==> src/hdl/esc_pkg.sv <==
// Types, constants and arithmetic helpers for the sensor compensation block.
`default_nettype none
package esc_pkg;

  typedef logic [31:0] word_t;

  // Configuration port geometry
  localparam int ADDR_W = 6;
  localparam int DATA_W = 64;

  typedef enum logic [2:0] {
    REG_TEMP_CALIB,
    REG_PRESS_A,
    REG_PRESS_B,
    REG_PRESS_C,
    REG_HUM_CALIB
  } reg_idx_t;

  // Pipeline depths
  localparam int TEMP_LAT  = 3;
  localparam int FRONT_LAT = 6;
  localparam int DIV_STEPS = 32;
  localparam int BACK_LAT  = 3;
  localparam int SIDE_LAT  = 8;
  localparam int LATENCY   = TEMP_LAT + FRONT_LAT + DIV_STEPS + BACK_LAT;
  localparam int SIDE_DELAY = LATENCY - TEMP_LAT - SIDE_LAT;

  // Compensation constants
  localparam word_t K_64000    = 32'd64000;
  localparam word_t K_1048576  = 32'd1048576;
  localparam word_t K_3125     = 32'd3125;
  localparam word_t K_76800    = 32'd76800;
  localparam word_t K_HUM_MAX  = 32'd419430400;
  localparam word_t K_2097152  = 32'd2097152;
  localparam word_t K_16384    = 32'd16384;
  localparam word_t K_32768    = 32'd32768;
  localparam word_t K_8192     = 32'd8192;
  localparam word_t K_128      = 32'd128;
  localparam word_t K_5        = 32'd5;

  typedef struct packed {
    logic [19:0] raw_temperature;
    logic [19:0] raw_pressure;
    logic [15:0] raw_humidity;
  } in_item_t;

  typedef struct packed {
    logic signed [31:0] fine_temperature;
    logic signed [31:0] temperature_centi;
    logic [31:0]        pressure_pa;
    logic               pressure_valid;
    logic [16:0]        humidity_q10;
  } out_item_t;

  // Calibration coefficients, each widened to a 32-bit word
  typedef struct packed {
    word_t t1, t2, t3;
    word_t p1, p2, p3, p4, p5, p6, p7, p8, p9;
    word_t h1, h2, h3, h4, h5, h6;
  } coef_t;

  // Temperature and humidity results waiting for the pressure path
  typedef struct packed {
    word_t       fine;
    word_t       centi;
    logic [16:0] hum;
  } side_t;

  // Flags that ride along with the divider
  typedef struct packed {
    logic post2;
    logic zero;
  } div_side_t;

  function automatic word_t asr(word_t x, int unsigned n);
    return word_t'($signed(x) >>> n);
  endfunction

  function automatic word_t mul(word_t a, word_t b);
    logic [63:0] p;
    p = a * b;
    return p[31:0];
  endfunction

  function automatic word_t sx16(logic [15:0] v);
    return {{16{v[15]}}, v};
  endfunction

  function automatic word_t sx12(logic [11:0] v);
    return {{20{v[11]}}, v};
  endfunction

  function automatic word_t sx8(logic [7:0] v);
    return {{24{v[7]}}, v};
  endfunction

endpackage
`default_nettype wire

==> src/hdl/esc_temp.sv <==
// Fine temperature pipeline, three stages; carries the other raw readings along.
`default_nettype none
module esc_temp (
  input  wire logic              clk,
  input  wire esc_pkg::in_item_t item,
  input  wire esc_pkg::coef_t    coef,
  output      esc_pkg::word_t    tfine,
  output      esc_pkg::in_item_t item_d
);
  import esc_pkg::*;

  word_t    adc, d;
  word_t    s1_m1, s1_m2, s2_v1, s2_m3;
  in_item_t s1_item, s2_item;

  assign adc = {12'b0, item.raw_temperature};
  assign d   = (adc >> 4) - coef.t1;

  always_ff @(posedge clk) begin
    // stage 1: both first products
    s1_m1   <= mul((adc >> 3) - (coef.t1 << 1), coef.t2);
    s1_m2   <= mul(d, d);
    s1_item <= item;
    // stage 2: T3 term
    s2_v1   <= asr(s1_m1, 11);
    s2_m3   <= mul(asr(s1_m2, 12), coef.t3);
    s2_item <= s1_item;
    // stage 3: sum
    tfine   <= s2_v1 + asr(s2_m3, 14);
    item_d  <= s2_item;
  end

endmodule
`default_nettype wire

==> config.mk <==
export PLATFORM = sky130hd
export DESIGN_NAME = esc_temp
export DESIGN_NICKNAME = d
export VERILOG_FILES = /design/src/hdl/esc_pkg.sv /design/src/hdl/esc_temp.sv
export SDC_FILE = /design/constraint.sdc
export NUM_CORES = 2
export LEC_CHECK = 0
export CORE_MARGIN = 3
export CORE_UTILIZATION = 40
export CTS_CLUSTER_DIAMETER = 60
export DETAILED_ROUTE_END_ITERATION = 10
export DONT_BUFFER_PORTS = 1
export PLACE_DENSITY = 0.64
export SLEW_MARGIN = 5
export SYNTH_ARGS = -nofsm -noshare
export SYNTH_HDL_FRONTEND = slang
export SYNTH_SLANG_ARGS = --single-unit
==> constraint.sdc <==
create_clock -name clk -period 13.6 [get_ports clk]
set_clock_uncertainty 0.05 [all_clocks]
set_input_delay 2.72 -clock clk [delete_from_list [all_inputs] [get_ports clk]]
set_output_delay 2.72 -clock clk [all_outputs]
set_load 0.01 [all_outputs]
==> results.md <==
* Routed Antenna Nets at 0
* Clk root buf: clkbuf_16
* Vias at 32100
* GRT overflow at 0
* Post-DP HPWL at 101000 µm
* Netlist cell types at 65
* Layout net count at 7102
* Minimum clock period at 12270 ps
* WP data arrival at 12730 ps
* Initial Util at 40.6%
* Flops & latches, synth at 270
* Rows at 126
* Post-synth EDFFs at 0
* Area leader, netlist: fa_1
* Period utilization at 90.2%
* Routed Wire Length at 123000 µm
* Longest Clk Path Bufs at 3
* Syn Inst Count at 5057
* Final Wtd Congestion at 0.946
* First-pass DRT Iterations at 7
* Worst setup EP type: register
* Vias per cell at 4.88
* Setup violators final at 0
* DRC violation count after routing at 0
* CP required at 14060 ps
* CTS buffer count at 39
* Worst-Skew Late Latency at 600 ps
* Busiest grt layer: met2
* Post-synthesis sequential area ratio at 11.2%
* Cell Area, Synth at 48200 µm²
* Die W at 353 µm
* Critical path buffers and inverters at 6
* PostCTS Resize Cnt at 0
* M2 GR Usage at 33.8%
* Number of cells after detailed placement at 6512
* First-pass GRT wire length at 200000 µm
* Max FO, Critical Path at 7
* Critical path class: in2reg
* Wire per inst at 18.7 µm
* Finished Layout Cells at 6590
* Min Hold Slack at 265 ps
* Post-layout util at 43.3%
* Max Cap Violations at 0
* Post-route setup TNS at 0 ps
* Delay-heaviest family, CP: adder cells
* Worst slew pin tran at 1190 ps
* CTS H-tree depth at 2
* Port Buffers at 0
* Post-synth top area share at 46.8%
* Hold Buf Count CTS at 0
* RSZ-0062 raised after global routing: no
* I/O pins at 721
* Die height at 353 µm
* Share of flip-flops with an asynchronous set or reset at 0%
* GRT Total Usage at 20.6%
* R2R Setup Slk at 5700 ps
* Pins Over Slew Limit at 0
* CTS tree: done
* Detailed Route Iter0 Violations at 1936
* Vias in the first global route at 35600
* Hold Crit Class: reg2reg
* Final hold vios at 0
* Fillers at 11600
* Largest net degree at the start of global routing at 36
* Synth area leaders: fa_1 (47%), dfxtp_1 (11%), ha_1 (10%)
* Post-synth top flop: dfxtp_1
* FMAX at 0.0815 GHz
* Share of cells above drive strength 1 at 3.33%
* Core area at 119000 µm²
* Slowest cell on the critical path: fa_1
* Max_slew headroom at 20.3%
* Clock transition at path regs at 60 ps
* Synth cell count leaders: inv_1 (1230), fa_1 (1128), nand2_1 (678)
* Slowest stage delay, CP at 610 ps
* Outcome: complete, no violations
* Mean Syn Cell Area at 9.54 µm²
* Synth Warn # at 0
* Syn Nets at 7206
* Type of origin of the critical path: primary input
* GR Layer Usage met3 at 4.27%
* Area Growth Syn to Fin at 6.78%
* Clk sinks at 270
* Initial antenna violation count at 10
* Most common cell in the synthesized netlist: inv_1
* Post-CTS setup buffer count at 0
* Die ar. at 125000 µm²
* CP most frequent cell: fa_1
* GR Layer Usage met1 at 28.0%
-- routing by layer --
metal / part of all wire, % / vias to the layer above
met4: 2.5 / 4
met1: 43 / 16500
li1: - / 14300
met3: 8.4 / 152
met5: 0.020 / -
met2: 46 / 1162
-- worst register-to-register path, cell delays in order (launching register included) --
cell and delay [ps]:
dfxtp_1 1060, nand2_1 210, fa_1 580, inv_1 50, fa_1 470, inv_1 50
fa_1 490, fa_1 570, inv_1 60, fa_1 450, fa_1 510, fa_1 420
ha_1 320, nand2_1 80, nor4_1 450, o21ai_1 200, a21oi_1 300, o211ai_1 180
a31oi_1 430, a41o_1 250, nor2_1 50, xnor2_1 540
-- through the flow --
| step | instance area [µm²] | worst slack [ps] |
|---|---|---|
| 6_report | 51500 | 1330 |
| 4_1_cts | 51500 | 1440 |
| 2_1_floorplan | 48200 | 1610 |
| 3_5_place_dp | 50000 | 824 |
| 5_1_grt | 51500 | 825 |
| 3_3_place_gp | 50000 | 827 |
-- worst paths after layout --
| path | start | to | cells past startpoint |
|---|---|---|---|
| setup / recovery | item[40] | s1_m2[31] | 36 |
| hold / removal | s1_item[24] | s2_item[24] | 0 |
| setup reg to reg | s1_m2[20] | s2_m3[30] | 21 |
| hold reg to reg | s1_item[24] | s2_item[24] | 0 |
-- state kept, by name, summed over array words and instances (netlist names) --
signal	count
s1_m1	21
s2_m3	18
tfine	22
s2_item	56
s1_item	56
s2_v1	21
item_d	56
s1_m2	20
-- cell families after synthesis --
logic type / share of synthesized area [%]
buffers and inverters: 11.3
XOR/XNOR: 4.16
adder cells (fa/ha/maj): 56.9
multiplexers: 0.0207
AND/OR/NAND/NOR: 13.8
AO/OA/AOI/OAI: 2.58
flip-flops: 11.2
-- area by class of cell --
| cell class | instances | area [µm²] | area share (%) |
|---|---|---|---|
| antenna | 6 | 15.0 | 0.0291 |
| clock buffer | 44 | 1010 | 1.97 |
| clock inverter | 28 | 452 | 0.877 |
| inverter | 1234 | 4630 | 8.99 |
| multi-input combinational | 3339 | 37500 | 72.7 |
| sequential | 270 | 5410 | 10.5 |
| tap | 1600 | 2000 | 3.89 |
| timing repair buffer | 69 | 531 | 1.03 |
-- cell usage in the layout (no fill, tap or decap), types with 7 or more instances in the layout --
cell,n
o21ai_0,33
clkbuf_16,39
nand2_1,678
and3_1,9
inv_1,1230
ha_1,387
a21o_1,23
and2_1,351
nand3_1,9
o21ai_1,7
a21oi_1,41
nor3_1,18
fa_1,1127
nand2b_1,82
xnor2_2,9
xor2_1,43
o21a_1,29
bufinv_16,7
buf_4,68
or3_1,11
a31oi_1,8
nor2b_1,44
xnor2_1,167
nor2_1,184
dfxtp_1,270
Power is not shown: default switching activity piles up to over one toggle a cycle in this logic, so the estimate is an artifact.
