`src/hdl/esc_pkg.sv`:
```
// Types, constants and arithmetic helpers for the sensor compensation block.
`default_nettype none
package esc_pkg;

  typedef logic [31:0] word_t;

  // Configuration port geometry
  localparam int ADDR_W = 6;
  localparam int DATA_W = 64;

  typedef enum logic [2:0] {
    REG_TEMP_CALIB,
    REG_PRESS_A,
    REG_PRESS_B,
    REG_PRESS_C,
    REG_HUM_CALIB
  } reg_idx_t;

  // Pipeline depths
  localparam int TEMP_LAT  = 3;
  localparam int FRONT_LAT = 6;
  localparam int DIV_STEPS = 32;
  localparam int BACK_LAT  = 3;
  localparam int SIDE_LAT  = 8;
  localparam int LATENCY   = TEMP_LAT + FRONT_LAT + DIV_STEPS + BACK_LAT;
  localparam int SIDE_DELAY = LATENCY - TEMP_LAT - SIDE_LAT;

  // Compensation constants
  localparam word_t K_64000    = 32'd64000;
  localparam word_t K_1048576  = 32'd1048576;
  localparam word_t K_3125     = 32'd3125;
  localparam word_t K_76800    = 32'd76800;
  localparam word_t K_HUM_MAX  = 32'd419430400;
  localparam word_t K_2097152  = 32'd2097152;
  localparam word_t K_16384    = 32'd16384;
  localparam word_t K_32768    = 32'd32768;
  localparam word_t K_8192     = 32'd8192;
  localparam word_t K_128      = 32'd128;
  localparam word_t K_5        = 32'd5;

  typedef struct packed {
    logic [19:0] raw_temperature;
    logic [19:0] raw_pressure;
    logic [15:0] raw_humidity;
  } in_item_t;

  typedef struct packed {
    logic signed [31:0] fine_temperature;
    logic signed [31:0] temperature_centi;
    logic [31:0]        pressure_pa;
    logic               pressure_valid;
    logic [16:0]        humidity_q10;
  } out_item_t;

  // Calibration coefficients, each widened to a 32-bit word
  typedef struct packed {
    word_t t1, t2, t3;
    word_t p1, p2, p3, p4, p5, p6, p7, p8, p9;
    word_t h1, h2, h3, h4, h5, h6;
  } coef_t;

  // Temperature and humidity results waiting for the pressure path
  typedef struct packed {
    word_t       fine;
    word_t       centi;
    logic [16:0] hum;
  } side_t;

  // Flags that ride along with the divider
  typedef struct packed {
    logic post2;
    logic zero;
  } div_side_t;

  function automatic word_t asr(word_t x, int unsigned n);
    return word_t'($signed(x) >>> n);
  endfunction

  function automatic word_t mul(word_t a, word_t b);
    logic [63:0] p;
    p = a * b;
    return p[31:0];
  endfunction

  function automatic word_t sx16(logic [15:0] v);
    return {{16{v[15]}}, v};
  endfunction

  function automatic word_t sx12(logic [11:0] v);
    return {{20{v[11]}}, v};
  endfunction

  function automatic word_t sx8(logic [7:0] v);
    return {{24{v[7]}}, v};
  endfunction

endpackage
`default_nettype wire

```
`src/hdl/esc_pback.sv`:
```
// Pressure back end, three stages: undoes pre-doubling and applies P7..P9.
`default_nettype none
module esc_pback (
  input  wire logic               clk,
  input  wire esc_pkg::word_t     quotient,
  input  wire esc_pkg::div_side_t side_in,
  input  wire esc_pkg::coef_t     coef,
  output      logic [31:0]        pressure_pa,
  output      logic               pressure_valid
);
  import esc_pkg::*;

  word_t     p;
  word_t     b1_m9a, b1_m8, b1_p;
  word_t     b2_m9, b2_m8s, b2_p;
  div_side_t b1_side, b2_side;

  assign p = side_in.post2 ? (quotient << 1) : quotient;

  always_ff @(posedge clk) begin
    // stage 1
    b1_m9a  <= mul(p >> 3, p >> 3);
    b1_m8   <= mul(p >> 2, coef.p8);
    b1_p    <= p;
    b1_side <= side_in;
    // stage 2
    b2_m9   <= mul(coef.p9, b1_m9a >> 13);
    b2_m8s  <= asr(b1_m8, 13);
    b2_p    <= b1_p;
    b2_side <= b1_side;
    // stage 3: correction, zero divisor forces invalid
    pressure_pa    <= b2_side.zero ? '0 : b2_p + asr(asr(b2_m9, 12) + b2_m8s + coef.p7, 4);
    pressure_valid <= ~b2_side.zero;
  end

endmodule
`default_nettype wire

```
`config.mk`:
```
export PLATFORM = sky130hd
export DESIGN_NAME = esc_pback
export DESIGN_NICKNAME = d
export VERILOG_FILES = /design/src/hdl/esc_pkg.sv /design/src/hdl/esc_pback.sv
export SDC_FILE = /design/constraint.sdc
export NUM_CORES = 2
export LEC_CHECK = 0
export ABC_AREA = 0
export BUFFER_PORTS_ARGS = -buffer_cell sky130_fd_sc_hd__buf_2
export CAP_MARGIN = 30
export CORE_UTILIZATION = 40
export DETAILED_ROUTE_END_ITERATION = 16
export PLACE_DENSITY = 0.7
export SLEW_MARGIN = 5
export SYNTH_ARGS = -nofsm -noshare
export SYNTH_HDL_FRONTEND = slang
export SYNTH_SLANG_ARGS = --single-unit
export TNS_END_PERCENT = 5
```
`constraint.sdc`:
```
create_clock -name clk -period 17.2 [get_ports clk]
set_clock_uncertainty 0.2 [all_clocks]
set_input_delay 3.44 -clock clk [delete_from_list [all_inputs] [get_ports clk]]
set_output_delay 3.44 -clock clk [all_outputs]
set_load 0.05 [all_outputs]
```
==> flow_metrics.py <==
metrics = {
    "synth": {
        "synthArstFlopShare_pct": 0,
        "synth_cells": 5206,
        "synth_edf_count": 0,
        "synth.ff_latch_count": 176,
        "synth.avg_cell_area_um2": 9.136,
        "synth_area_leaders": "fa_1 (47%), ha_1 (10%), inv_1 (10%)",
        "syn_nets": 7321,
        "ys_warn_count": 0,
        "yosys-top-cells-count": "inv_1 (1285), fa_1 (1118), nand2_1 (683)",
        "synth.most_common_cell": "inv_1",
        "ys_types": 72,
        "ys.flop_type": "dfxtp_1",
        "synth_top_area_share_pct": 47.06,
        "ys_seq_area_share_pct": 7.408,
        "yosys.area.top_type": "fa_1",
        "synth_area_mm2": 0.04756,
    },
    "grt": {
        "grt_usage_pct": 21.90,
        "grt_max_degree": 50,
        "grt_pass1_vias": 38420,
        "gr-total-overflow": 0,
        "grt_pass1_wl_um": 206800,
        "antenna_found_initial": 12,
    },
    "route": {
        "drtIter0Drc": 2376,
        "remaining_drc_errors": 2,
        "antenna_left": 0,
        "wirelength_um": 125800,
        "wl_per_cell_um": 18.53,
        "viasPerCell": 5.087,
        "num_vias": 34540,
        "first_pass_iters": 11,
    },
    "worst_setup_path": {
        "crit_fanout": 30,
        "crit_cells": 29,
        "path_buf_inv": 7,
        "critPathCaptureType": "flip-flop",
        "start_kind": "input port",
        "critPathArrivalTime_ps": 12810,
        "cpMaxStageDelayCell": "clkinv_1",
        "critical-path-top-delay-family": "adder cells",
        "cp_common_cell": "fa_1",
        "crit_type": "input port to flip-flop",
        "required_ps": 17360,
        "reg2reg_slack_ps": 9090,
        "cpPeakStageDelay_ps": 680,
        "rr_worst_depth": 31,
    },
    "clock_network": {
        "insertion_delay_ps": 450,
        "htreeDepth": 4,
        "hold_buffers": 0,
        "clockBufferDepth": 2,
        "cts_sinks": 176,
        "cts-resized-gates": 0,
        "cts_tree": "yes",
        "cts_setup_buffers": 0,
        "cts_buffers": 17,
        "path_clk_slew_ps": 80,
        "cts_root_buf": "clkbuf_16",
    },
    "timing": {
        "worst_pin_slew_ps": 1044,
        "max_slew_margin_pct": 30.40,
        "whs_ps": 119.4,
        "max_freq_mhz": 79.03,
        "setup-violations-final": 0,
        "hold_viol_final": 0,
        "finalMaxSlewViolations": 0,
        "period_share_pct": 73.57,
        "setup_tns_ps": 0,
        "final.setup.worst_slack_ps": 4546,
        "fin_crit_ps": 12650,
        "rsz0062_at_grt": "false",
    },
    "final_layout": {
        "nets": 7351,
        "areaGrowthSynthToFinish_pct": 6.435,
        "stdcell_area_mm2": 0.05062,
        "drive_gt1_share_pct": 5.277,
    },
    "floorplan": {
        "std_cell_rows": 126,
        "coreArea_mm2": 0.1179,
        "dieArea_mm2": 0.1203,
        "die_x_um": 346.8,
        "fp.dieH_um": 346.8,
        "num_io_pins": 644,
        "initial_core_util_pct": 40.33,
    },
    "placement": {
        "place_area_mm2": 0.04997,
        "io_buffers": 163,
        "place_hpwl_um": 98140,
        "finalWeightedCongestion": 0.9035,
        "dp_slack_ps": 3743,
    },
    "flow_run": {
        "max_cap_violations": 0,
    },
    "hold_path": {
        "min_delay_path_depth": 0,
        "hold_path.class": "flip-flop to flip-flop",
    },
    "run_status": {
        "status": "finished, violations left",
        "violations": "design-rule violations",
    },
}
==> logic make-up after synthesis <==
| kind of cell | share of synthesized area, % |
|---|---|
| DFF | 7.408 |
| AOI/OAI and AO/OA | 4.343 |
| xor gates and xnor gates | 4.136 |
| muxes | 0.7603 |
| adders and majority gates | 57.21 |
| and+or+nand+nor | 14.30 |
| buffers and inverters | 11.84 |
==> worst reg2reg max path: cells and delay by family, from the launching register on <==
kind	cells	cell delay [ps]
AOI/OAI and AO/OA	17	4100
adders and majority gates	4	1350
and+or+nand+nor	5	980
xor gates and xnor gates	3	620
buffers and inverters	2	460
DFF	1	320
==> routing by layer <==
| layer | GRT usage (%) | vias up | share of wire, % |
|---|---|---|---|
| met5 | 0 | - | 0.051 |
| met4 | 8.046 | 8 | 3.8 |
| met3 | 2.898 | 255 | 8.0 |
| met2 | 36.59 | 1465 | 47 |
| met1 | 28.99 | 17620 | 41 |
| li1 | - | 15200 | - |
==> flip-flops by register name, summed over array words and instances, names as in the netlist <==
name / cells
b1_m8: 19
b1_m9a: 20
b1_p: 31
b1_side: 1
b2_m8s: 19
b2_m9: 20
b2_p: 32
b2_side: 1
pressure_pa: 32
pressure_valid: 1
==> worst paths after layout <==
kind	to	start
hold / removal	b2_m8s[1]$_DFF_P_	b1_m8[14]$_DFF_P_
hold reg to reg	b2_m8s[1]$_DFF_P_	b1_m8[14]$_DFF_P_
setup reg to reg	pressure_pa[31]$_SDFF_PP0_	b2_m9[12]$_DFF_P_
setup / recovery	b1_m9a[31]$_DFF_P_	side_in[1]
==> through the flow <==
stage	utilization, %	std cells
2_1_floorplan	-	5206
3_3_place_gp	42.30	6746
3_5_place_dp	42.37	6751
4_1_cts	42.88	6783
5_1_grt	42.93	6789
6_report	42.93	6789
==> area by class of cell <==
type	count	area (um^2)
fillers	11420	67300
multi-input cells	3533	38410
inverters	1290	4845
flip-flops and latches	176	3523
well taps	1536	1922
repair buffers	218	1314
clock buffers	18	429.2
clock inverters	14	166.4
diodes	4	10.01
==> layout by cell type, fill, tap and decap left out, types with 30 or more instances in the layout <==
master,netlist,routed
a21o_1,42,42
a21oi_1,99,99
and2_1,432,432
buf_2,3,164
buf_4,0,48
dfxtp_1,176,176
fa_1,1118,1118
ha_1,386,386
inv_1,1285,1279
nand2_1,683,683
nor2_1,233,233
nor3_1,30,30
o21a_1,30,30
o21ai_0,53,53
xnor2_1,163,163
xor2_1,59,59
Power is not shown: default switching activity piles up to over one toggle a cycle in this logic, so the estimate is an artifact.
