[config.mk]
export PLATFORM = sky130hd
export DESIGN_NAME = esc_div
export DESIGN_NICKNAME = d
export VERILOG_FILES = /design/src/hdl/esc_pkg.sv /design/src/hdl/esc_div.sv
export SDC_FILE = /design/constraint.sdc
export NUM_CORES = 2
export LEC_CHECK = 0
export ABC_CLOCK_PERIOD_IN_PS = 4800
export BUFFER_PORTS_ARGS = -buffer_cell sky130_fd_sc_hd__buf_4
export CAP_MARGIN = 5
export CORE_MARGIN = 1.5
export CORE_UTILIZATION = 56
export DETAILED_ROUTE_END_ITERATION = 10
export GPL_TIMING_DRIVEN = 0
export PLACE_DENSITY = 0.82
export SYNTH_ARGS = -nofsm -noshare
export SYNTH_HDL_FRONTEND = slang
export SYNTH_SLANG_ARGS = --single-unit
[constraint.sdc]
create_clock -name clk -period 4.8 [get_ports clk]
set_clock_uncertainty 0.15 [all_clocks]
set_input_delay 0.96 -clock clk [delete_from_list [all_inputs] [get_ports clk]]
set_output_delay 0.96 -clock clk [all_outputs]
set_load 0.02 [all_outputs]
[src/hdl/esc_pkg.sv]
// Types, constants and arithmetic helpers for the sensor compensation block.
`default_nettype none
package esc_pkg;

  typedef logic [31:0] word_t;

  // Configuration port geometry
  localparam int ADDR_W = 6;
  localparam int DATA_W = 64;

  typedef enum logic [2:0] {
    REG_TEMP_CALIB,
    REG_PRESS_A,
    REG_PRESS_B,
    REG_PRESS_C,
    REG_HUM_CALIB
  } reg_idx_t;

  // Pipeline depths
  localparam int TEMP_LAT  = 3;
  localparam int FRONT_LAT = 6;
  localparam int DIV_STEPS = 32;
  localparam int BACK_LAT  = 3;
  localparam int SIDE_LAT  = 8;
  localparam int LATENCY   = TEMP_LAT + FRONT_LAT + DIV_STEPS + BACK_LAT;
  localparam int SIDE_DELAY = LATENCY - TEMP_LAT - SIDE_LAT;

  // Compensation constants
  localparam word_t K_64000    = 32'd64000;
  localparam word_t K_1048576  = 32'd1048576;
  localparam word_t K_3125     = 32'd3125;
  localparam word_t K_76800    = 32'd76800;
  localparam word_t K_HUM_MAX  = 32'd419430400;
  localparam word_t K_2097152  = 32'd2097152;
  localparam word_t K_16384    = 32'd16384;
  localparam word_t K_32768    = 32'd32768;
  localparam word_t K_8192     = 32'd8192;
  localparam word_t K_128      = 32'd128;
  localparam word_t K_5        = 32'd5;

  typedef struct packed {
    logic [19:0] raw_temperature;
    logic [19:0] raw_pressure;
    logic [15:0] raw_humidity;
  } in_item_t;

  typedef struct packed {
    logic signed [31:0] fine_temperature;
    logic signed [31:0] temperature_centi;
    logic [31:0]        pressure_pa;
    logic               pressure_valid;
    logic [16:0]        humidity_q10;
  } out_item_t;

  // Calibration coefficients, each widened to a 32-bit word
  typedef struct packed {
    word_t t1, t2, t3;
    word_t p1, p2, p3, p4, p5, p6, p7, p8, p9;
    word_t h1, h2, h3, h4, h5, h6;
  } coef_t;

  // Temperature and humidity results waiting for the pressure path
  typedef struct packed {
    word_t       fine;
    word_t       centi;
    logic [16:0] hum;
  } side_t;

  // Flags that ride along with the divider
  typedef struct packed {
    logic post2;
    logic zero;
  } div_side_t;

  function automatic word_t asr(word_t x, int unsigned n);
    return word_t'($signed(x) >>> n);
  endfunction

  function automatic word_t mul(word_t a, word_t b);
    logic [63:0] p;
    p = a * b;
    return p[31:0];
  endfunction

  function automatic word_t sx16(logic [15:0] v);
    return {{16{v[15]}}, v};
  endfunction

  function automatic word_t sx12(logic [11:0] v);
    return {{20{v[11]}}, v};
  endfunction

  function automatic word_t sx8(logic [7:0] v);
    return {{24{v[7]}}, v};
  endfunction

endpackage
`default_nettype wire

[src/hdl/esc_div.sv]
// Unsigned 32/32 restoring divider, one quotient bit per pipeline stage.
`default_nettype none
module esc_div (
  input  wire logic               clk,
  input  wire esc_pkg::word_t     dividend,
  input  wire esc_pkg::word_t     divisor,
  input  wire esc_pkg::div_side_t side_in,
  output      esc_pkg::word_t     quotient,
  output      esc_pkg::div_side_t side_out
);
  import esc_pkg::*;

  word_t     rem_q  [DIV_STEPS];
  word_t     wq_q   [DIV_STEPS];
  word_t     dvs_q  [DIV_STEPS];
  div_side_t side_q [DIV_STEPS];

  for (genvar k = 0; k < DIV_STEPS; k++) begin : g_step
    word_t       r_in, w_in, d_in;
    div_side_t   s_in;
    logic [32:0] trial, diff;
    logic        ge;

    if (k == 0) begin : g_first
      assign r_in = '0;
      assign w_in = dividend;
      assign d_in = divisor;
      assign s_in = side_in;
    end else begin : g_next
      assign r_in = rem_q[k-1];
      assign w_in = wq_q[k-1];
      assign d_in = dvs_q[k-1];
      assign s_in = side_q[k-1];
    end

    // shift in next dividend bit, trial subtract
    assign trial = {r_in, w_in[31]};
    assign diff  = trial - {1'b0, d_in};
    assign ge    = (trial >= {1'b0, d_in});

    always_ff @(posedge clk) begin
      rem_q[k]  <= ge ? diff[31:0] : trial[31:0];
      wq_q[k]   <= {w_in[30:0], ge};
      dvs_q[k]  <= d_in;
      side_q[k] <= s_in;
    end
  end

  assign quotient = wq_q[DIV_STEPS-1];
  assign side_out = side_q[DIV_STEPS-1];

endmodule
`default_nettype wire

==> metrics.txt <==
Reg2Reg Setup Slack 150 ps; Area Overhead vs Synth 12.77%; Critical Path RT 5430 ps; NetSw 0.01732 W; Multi-input gate area 57140 sq um; cells after synthesis 12574; std cell rows 172; Synth Cell Area 124500 sq um; clock buffer depth 4; Avg Cell Area, Syn 9.900 sq um; worst reg2reg path depth 14; total gr overflow 0; pwr dens 458.8 nW/um^2; initial antenna violation count 7; Yosys warning total 0; Die X 474.5 microns; most common cell after layout, fill and taps aside dfxtp_1; Fmax achieved 215.1 MHz; RSZ-0062 raised after global routing no; sw frac 26.90%; Worst R2R End rem_q[1][122]; Tcrit/Tclk final 96.87%; status finished, final reports clean; Lkg Pwr 65.66 nW; critical path startpoint category register; Max rail drop VDD 0.0003254 V; ys flop type dfxtp_1; synth top area cells dfxtp_1 (49%), ha_1 (10%), a21oi_1 (3.9%); Worst slew margin 10.69%; Seq/Total Area, Yosys 49.40%; Synthesized Nets 13665; Vias per Instance 5.538; total track usage 24.98%; Detailed Route WL 288700 microns; Clock power frac 38.8%; post-synth cell types 103; CTS Buf Count 322; Yosys reg bits 3072; post-route setup TNS 0 ps; Clock transition at path regs 60 ps; drc violations 0; Placed Area 128900 sq um; combinational power share 17.2%; Post-synth EDFFs 0; 1st-iter DRT viols 7875; Routed Antenna Nets 0; clock sink count 3072; Port Buffers 100; area leader, netlist dfxtp_1; CP max FO 4; largest net degree at the start of global routing 17; Worst Max-Slew Pin Slew 1336 ps; drt pass-1 iters 8; most frequent cells in the layout dfxtp_1 (3072), inv_1 (1247), ha_1 (994); Final Critical Period 4650 ps; dpl cells 15632; GP Congestion 0.9604; Finish-stage setup viols 0; # IOs 101; crit path kind reg2reg; hpwl dp 219000 microns; asr flop ratio synth 0%; sequential power share 43.9%; vias in the first global route 86357; Cell Int Power 0.04708 W; WHS Endpoint wq_q[14][8]; Final nets 14154; Max Cap Violations 0; final hold viol count 0; worst min path class reg2reg; design area 140400 sq um; CTS tree done; CP startpoint wq_q[18][31]; Hold Path Stages 0; Slew Limit Fails 0; CTS root buf clkbuf_16; Avg WL per Cell 17.76 microns; post-CTS setup buffer count 0; Layout Cells excl Fill 16254; htree depth 5; Yosys top cell area share 49.40%; starting density of the core 56.49%; clk_lat worst skew 950 ps; CP Data Arrival Time 5280 ps; flip-flop and latch area 61500 sq um; routed vias 90012; min-delay src wq_q[13][7]; CORE AREA 220400 sq um; R2R Path Start wq_q[18][31]; first-pass GRT wire length 451700 microns; ratio of cells with drive above 1 in the final layout 8.598%; element type at the critical path end register; Fillers 17605; Die Ht 474.5 microns; Die Area 225100 sq um
[cells by family after synthesis]
logic type               synth area share [%]
AO/OA/AOI/OAI                           15.87
XOR/XNOR                                5.755
adder cells (fa/ha/maj)                 10.47
buffers and inverters                   4.714
flip-flops                              49.40
multiplexers                            4.207
AND/OR/NAND/NOR                         9.579
[cell usage after synthesis, types with 20 or more instances]
library cell / count
mux2_2: 374
o31ai_1: 63
xnor2_1: 496
and4_1: 22
nand2b_1: 129
a211o_1: 20
nand3_1: 193
a211oi_1: 73
or3_1: 36
clkbuf_1: 199
fa_1: 30
o31a_1: 29
and3_1: 70
inv_1: 1247
a41oi_1: 21
and2_1: 47
nor2b_1: 142
nand2_1: 827
a21oi_1: 979
a31oi_1: 93
nor2_1: 649
nand4_1: 158
o21a_1: 135
buf_2: 51
mux2_1: 35
o21ai_0: 781
a21boi_0: 66
xor2_1: 322
o21bai_1: 137
mux2i_1: 33
nor4_1: 54
mux2_4: 20
dfxtp_1: 3072
nor3_1: 103
o211ai_1: 37
a21o_1: 461
ha_1: 994
[routing by layer]
metal | vias up | track usage [%] | part of all wire [%]
met5 | - | 0 | 0.0042
met4 | 2 | 10.36 | 4.1
met1 | 42059 | 31.62 | 42
met3 | 727 | 3.280 | 6.0
li1 | 44318 | - | -
met2 | 2906 | 42.80 | 47
[sequential cells by signal, indices dropped and copies added, names as in the netlist]
signal  count
dvs_q     992
rem_q     992
side_q     64
wq_q     1024
[timing repair]
item / 4_1_cts / 5_1_grt
gates resized for setup: 0 / 19
hold buffers: 65 / 0
endpoints found under the hold margin: 65 / 0
endpoints found under the setup margin: 0 / 93
[layout make-up]
type                    count  share of cell area [%]
well taps                2958                   2.637
inverters                1248                   3.337
clock inverters           129                   1.206
multi-input cells        7976                   40.71
repair buffers            165                  0.9983
clock buffers             426                   6.450
plain buffers             278                  0.8486
flip-flops and latches   3072                   43.81
diodes                      2                0.003565
[power by group through the flow]
stage,sequential [W],combinational [W],clock [W]
after floorplan,0.0283,0.00851,0
after global placement,0.0288,0.0105,0
after detailed placement,0.0289,0.0107,0
after CTS,0.0283,0.0109,0.0255
after global routing,0.0284,0.0123,0.0266
final,0.0283,0.0111,0.0250
[critical path, stage by stage, from the launching register on]
cell      delay, ps
dfxtp_1         380
inv_1            60
ha_1            220
fa_1            410
nand2b_1        190
a21oi_1         210
and3b_1         230
o31ai_1         590
a311oi_1        280
o31ai_1         720
a31oi_1         290
o21bai_1        210
a21oi_1         110
xnor2_1         130
mux2_2          310
[per-stage QoR]
stage	total power [W]	setup slack (ps)	util, %	hold WS, ps
finish	0.06441	150.3	63.70	131.4
detailed placement	0.03956	218.0	58.51	162.1
floorplan	0.03684	1281	-	159.6
global route	0.06727	6.672	63.70	119.2
CTS	0.06471	188.5	63.68	107.9
global placement	0.03931	260.3	58.51	159.6
[how the worst max path moves through the flow]
stage,to,cells past startpoint
after global placement,rem_q[1][122],14
after global routing,rem_q[1][122],14
final,rem_q[1][122],14
after CTS,rem_q[1][122],14
after floorplan,rem_q[1][324],14
after detailed placement,rem_q[0][126],14
No activity file was read; power rests on OpenSTA's default activity.
