## src/hdl/esc_pkg.sv

```systemverilog
// Types, constants and arithmetic helpers for the sensor compensation block.
`default_nettype none
package esc_pkg;

  typedef logic [31:0] word_t;

  // Configuration port geometry
  localparam int ADDR_W = 6;
  localparam int DATA_W = 64;

  typedef enum logic [2:0] {
    REG_TEMP_CALIB,
    REG_PRESS_A,
    REG_PRESS_B,
    REG_PRESS_C,
    REG_HUM_CALIB
  } reg_idx_t;

  // Pipeline depths
  localparam int TEMP_LAT  = 3;
  localparam int FRONT_LAT = 6;
  localparam int DIV_STEPS = 32;
  localparam int BACK_LAT  = 3;
  localparam int SIDE_LAT  = 8;
  localparam int LATENCY   = TEMP_LAT + FRONT_LAT + DIV_STEPS + BACK_LAT;
  localparam int SIDE_DELAY = LATENCY - TEMP_LAT - SIDE_LAT;

  // Compensation constants
  localparam word_t K_64000    = 32'd64000;
  localparam word_t K_1048576  = 32'd1048576;
  localparam word_t K_3125     = 32'd3125;
  localparam word_t K_76800    = 32'd76800;
  localparam word_t K_HUM_MAX  = 32'd419430400;
  localparam word_t K_2097152  = 32'd2097152;
  localparam word_t K_16384    = 32'd16384;
  localparam word_t K_32768    = 32'd32768;
  localparam word_t K_8192     = 32'd8192;
  localparam word_t K_128      = 32'd128;
  localparam word_t K_5        = 32'd5;

  typedef struct packed {
    logic [19:0] raw_temperature;
    logic [19:0] raw_pressure;
    logic [15:0] raw_humidity;
  } in_item_t;

  typedef struct packed {
    logic signed [31:0] fine_temperature;
    logic signed [31:0] temperature_centi;
    logic [31:0]        pressure_pa;
    logic               pressure_valid;
    logic [16:0]        humidity_q10;
  } out_item_t;

  // Calibration coefficients, each widened to a 32-bit word
  typedef struct packed {
    word_t t1, t2, t3;
    word_t p1, p2, p3, p4, p5, p6, p7, p8, p9;
    word_t h1, h2, h3, h4, h5, h6;
  } coef_t;

  // Temperature and humidity results waiting for the pressure path
  typedef struct packed {
    word_t       fine;
    word_t       centi;
    logic [16:0] hum;
  } side_t;

  // Flags that ride along with the divider
  typedef struct packed {
    logic post2;
    logic zero;
  } div_side_t;

  function automatic word_t asr(word_t x, int unsigned n);
    return word_t'($signed(x) >>> n);
  endfunction

  function automatic word_t mul(word_t a, word_t b);
    logic [63:0] p;
    p = a * b;
    return p[31:0];
  endfunction

  function automatic word_t sx16(logic [15:0] v);
    return {{16{v[15]}}, v};
  endfunction

  function automatic word_t sx12(logic [11:0] v);
    return {{20{v[11]}}, v};
  endfunction

  function automatic word_t sx8(logic [7:0] v);
    return {{24{v[7]}}, v};
  endfunction

endpackage
`default_nettype wire

```

## src/hdl/esc_regs.sv

```systemverilog
// Calibration register file behind the APB-style port, with coefficient decode.
`default_nettype none
module esc_regs (
  input  wire logic                      clk,
  input  wire logic                      rst,
  input  wire logic                      psel,
  input  wire logic                      penable,
  input  wire logic                      pwrite,
  input  wire logic [esc_pkg::ADDR_W-1:0] paddr,
  input  wire logic [esc_pkg::DATA_W-1:0] pwdata,
  output      logic [esc_pkg::DATA_W-1:0] prdata,
  output      logic                      pready,
  output      esc_pkg::coef_t            coef
);
  import esc_pkg::*;

  logic [47:0] temp_calib;
  logic [63:0] press_calib_a;
  logic [63:0] press_calib_b;
  logic [15:0] press_calib_c;
  logic [63:0] hum_calib;
  reg_idx_t    idx;
  logic        wr;

  assign pready = 1'b1;
  assign idx    = reg_idx_t'(paddr[5:3]);
  assign wr     = psel & penable & pwrite;

  // Register writes; unknown indexes are dropped
  always_ff @(posedge clk) begin
    if (rst) begin
      temp_calib    <= '0;
      press_calib_a <= '0;
      press_calib_b <= '0;
      press_calib_c <= '0;
      hum_calib     <= '0;
    end else if (wr) begin
      case (idx)
        REG_TEMP_CALIB: temp_calib    <= pwdata[47:0];
        REG_PRESS_A:    press_calib_a <= pwdata;
        REG_PRESS_B:    press_calib_b <= pwdata;
        REG_PRESS_C:    press_calib_c <= pwdata[15:0];
        REG_HUM_CALIB:  hum_calib     <= pwdata;
        default: ;
      endcase
    end
  end

  // Read mux
  always_comb begin
    case (idx)
      REG_TEMP_CALIB: prdata = {16'b0, temp_calib};
      REG_PRESS_A:    prdata = press_calib_a;
      REG_PRESS_B:    prdata = press_calib_b;
      REG_PRESS_C:    prdata = {48'b0, press_calib_c};
      REG_HUM_CALIB:  prdata = hum_calib;
      default:        prdata = '0;
    endcase
  end

  // Field unpacking
  always_comb begin
    coef.t1 = {16'b0, temp_calib[15:0]};
    coef.t2 = sx16(temp_calib[31:16]);
    coef.t3 = sx16(temp_calib[47:32]);
    coef.p1 = {16'b0, press_calib_a[15:0]};
    coef.p2 = sx16(press_calib_a[31:16]);
    coef.p3 = sx16(press_calib_a[47:32]);
    coef.p4 = sx16(press_calib_a[63:48]);
    coef.p5 = sx16(press_calib_b[15:0]);
    coef.p6 = sx16(press_calib_b[31:16]);
    coef.p7 = sx16(press_calib_b[47:32]);
    coef.p8 = sx16(press_calib_b[63:48]);
    coef.p9 = sx16(press_calib_c);
    coef.h1 = {24'b0, hum_calib[7:0]};
    coef.h2 = sx16(hum_calib[23:8]);
    coef.h3 = {24'b0, hum_calib[31:24]};
    coef.h4 = sx12(hum_calib[43:32]);
    coef.h5 = sx12(hum_calib[55:44]);
    coef.h6 = sx8(hum_calib[63:56]);
  end

endmodule
`default_nettype wire

```

## config.mk

```make
export PLATFORM = sky130hd
export DESIGN_NAME = esc_regs
export DESIGN_NICKNAME = d
export VERILOG_FILES = /design/src/hdl/esc_pkg.sv /design/src/hdl/esc_regs.sv
export SDC_FILE = /design/constraint.sdc
export NUM_CORES = 1
export LEC_CHECK = 0
export ABC_AREA = 1
export BUFFER_PORTS_ARGS = -buffer_cell sky130_fd_sc_hd__buf_2
export CORE_AREA = 5 5 276 278
export DETAILED_ROUTE_END_ITERATION = 7
export DIE_AREA = 0 0 281 283
export PLACE_DENSITY_LB_ADDON = 0.12
export SLEW_MARGIN = 10
export SYNTH_ARGS = -nofsm -noshare
export SYNTH_HDL_FRONTEND = slang
export SYNTH_SLANG_ARGS = --single-unit
```

## constraint.sdc

```tcl
create_clock -name clk -period 1.2 [get_ports clk]
set_input_delay 0.06 -clock clk [delete_from_list [all_inputs] [get_ports clk]]
set_output_delay 0.06 -clock clk [all_outputs]
set_load 0.01 [all_outputs]
```

==> impl_metrics.yaml <==
finish:
  diodes: 0
  fin_nets: 3155
  multi_input_area_um2: 6708
  layoutNonFillerInstCount: 4073
  syn_to_final_growth_pct: 74.90
  drive_above_1_share_pct: 46.75
  fill_cells: 7842
  regArea_um2: 5508
  final_cell_area_um2: 26100
clock_tree:
  cts_buffer_depth: 3
  cts_sinks: 256
  cts_buffers: 35
  clkTransAtPathRegs_ns: 0.07
  cts_tree: "done"
  insertion_delay_ns: 0.53
  htree_levels: 2
  cts_root_buf: "clkbuf_16"
timing:
  finClkSkew_ns: 0
  post-route-period-util_pct: 120.9
  holdWs_ns: 0.2075
  min_period_ns: 1.450
  rsz0062_at_grt: "true"
  fmax_mhz: 689.5
  hold_violations: 0
  setup_viol: 301
  worst_slack_ns: -0.2504
  maxSlewViolCount: 0
floorplanning:
  core_um2: 73700
  die_x_um: 281
  die-area_um2: 79520
  initial_utilization_pct: 20.25
  die_h_um: 283
  io_pins: 716
  num_rows: 100
run_status:
  run_status: "finished, violations left"
  violations: "setup timing"
yosys:
  yosysWarnings: 0
  yosys-top-cells-area: "dfxtp_1 (34%), buf_4 (17%), nand2_1 (16%)"
  ys_seq_area_share_pct: 34.34
  netlist_instances: 2342
  yosysTopAreaCell: "dfxtp_1"
  synth_area_um2: 14920
  yosys_register_bits: 256
  yosys.area.top_type_share_pct: 34.34
  avgSynthCellArea_um2: 6.372
  ys_types: 20
placement:
  pre_cts_slack_ns: -0.2147
  gp_congestion: 0.7978
  post_dp_cell_area_um2: 18060
  portBuffers: 631
  placed_cells: 3717
  place_hpwl_um: 46830
flow_run:
  max-cap-violations: 0
detailed_routing:
  drt_iter0_markers: 873
  routed_wl_um: 74260
  antenna_left: 0
  vias: 16680
  firstDrtPassIters: 5
  avgViaCountPerCell: 4.096
  wire_per_inst_um: 18.23
  drc_errors: 0
setup_path:
  r2r_slack_ns: 0.05
  r2r_end: "press_calib_b[15]"
  end_kind: "output pin"
  critPathArrivalTime_ns: 1.39
  cp-start-kind: "register"
  crit_end: "prdata[2]"
  crit_fanout: 3
  path_class: "register to output pin"
  r2r_cells: 6
  worstPathRequired_ns: 1.14
  cp-startpoint: "press_calib_a[2]"
  r2r-start: "press_calib_b[15]"
global_route:
  grt_start_max_net_pins: 43
  track_usage_pct: 17.31
  antenna_found_initial: 1
  grt_pass1_wl_um: 107400
  grt_overflow: 0
  grt_pass1_vias: 16780
pwr:
  power.density_nw_per_um2: 851.3
  power.leakage_nw: 12.93
  ir_drop_mv: 0.8253
min_path:
  min_path_type: "input port to register"
## through the flow
step	setup TNS (ns)	util [%]	total power, mW
2_1_floorplan	0	-	10.42
3_3_place_gp	-39.29	24.51	11.22
3_5_place_dp	-44.40	24.51	11.22
4_1_cts	-33.80	32.65	22.43
5_1_grt	-42.76	35.42	23.23
6_report	-22.80	35.42	22.22
## final cells by class
cell class / instances / share of cell area (%)
inverter: 150 / 2.296
clock inverter: 4 / 0.1965
multi-input combinational: 1556 / 25.70
tap: 969 / 4.645
sequential: 256 / 21.10
clock buffer: 57 / 4.065
timing repair buffer: 1081 / 42.00
## power by group
part	switching, mW	internal (mW)
combinational	1.76	1.45
sequential	0.109	8.56
clock	4.10	6.24
## sequential cells by signal, summed over array words and instances (netlist names)
register and flops:
hum_calib 64, press_calib_a 64, press_calib_b 64, temp_calib 48, press_calib_c 16
## worst max-delay path, stage by stage, from the launching register on
cell	delay, ns
dfxtp_2	0.33
nand4_1	0.10
nand2_2	0.07
nor2_4	0.15
nand2_1	0.07
buf_2	0.14
## how the worst min path moves through the flow
stage	from	to	slack, ns	depth (start not counted)
floorplan	pwdata[48]	hum_calib[48]	0.30	4
global placement	pwdata[57]	hum_calib[57]	0.42	5
detailed placement	pwdata[49]	hum_calib[49]	0.42	5
CTS	paddr[3]	temp_calib[45]	0.15	8
global route	penable	hum_calib[21]	0.21	6
finish	paddr[3]	temp_calib[45]	0.21	8
## synthesized netlist by cell type
library cell,instances
nor2_8,1
clkinv_1,20
nand2_1,620
nor2_2,4
buf_1,21
inv_2,3
nand2_2,1
nand3_1,281
inv_1,127
nand3_2,1
nor2_4,3
buf_6,14
clkbuf_1,23
nand3_4,2
nand4_1,24
buf_2,55
dfxtp_1,256
buf_4,346
conb_1,2
nor2_1,538
## cell usage in the layout (no fill, tap or decap), drive strengths merged
master and instances:
buf 1006, bufbuf 1, bufinv 1, dfxtp 256, nand4 24, clkbuf 66
nor2 546, clkinvlp 1, nand3 284, dlygate4sd3 65, nand2 621, inv 142
conb 81, clkinv 10
## logic make-up after synthesis
logic type	Yosys count	share of synthesized area (%)
flops	256	34.34
buf+inv	609	25.18
other cells	2	0.05032
simple gates	1475	40.43
## per-layer routing
layer	wire, um	track usage (%)	vias to the layer above	part of all wire, %
met1	31380	21.42	7877	42
met2	37360	30.91	476	50
met3	3876	3.063	91	5.2
met5	0	0	-	0
met4	1640	4.566	0	2.2
li1	-	-	8239	-
## repair_timing
| item | in CTS | in global routing |
|---|---|---|
| pin swaps | 88 | 104 |
| buffers inserted | 144 | 56 |
| hold buffers | 65 | 0 |
| endpoints found under the hold margin | 256 | 0 |
| gates resized for setup | 677 | 423 |
| setup endpoints to repair | 358 | 432 |
| cloned | 40 | 9 |
No activity file was read; power rests on OpenSTA's default activity.
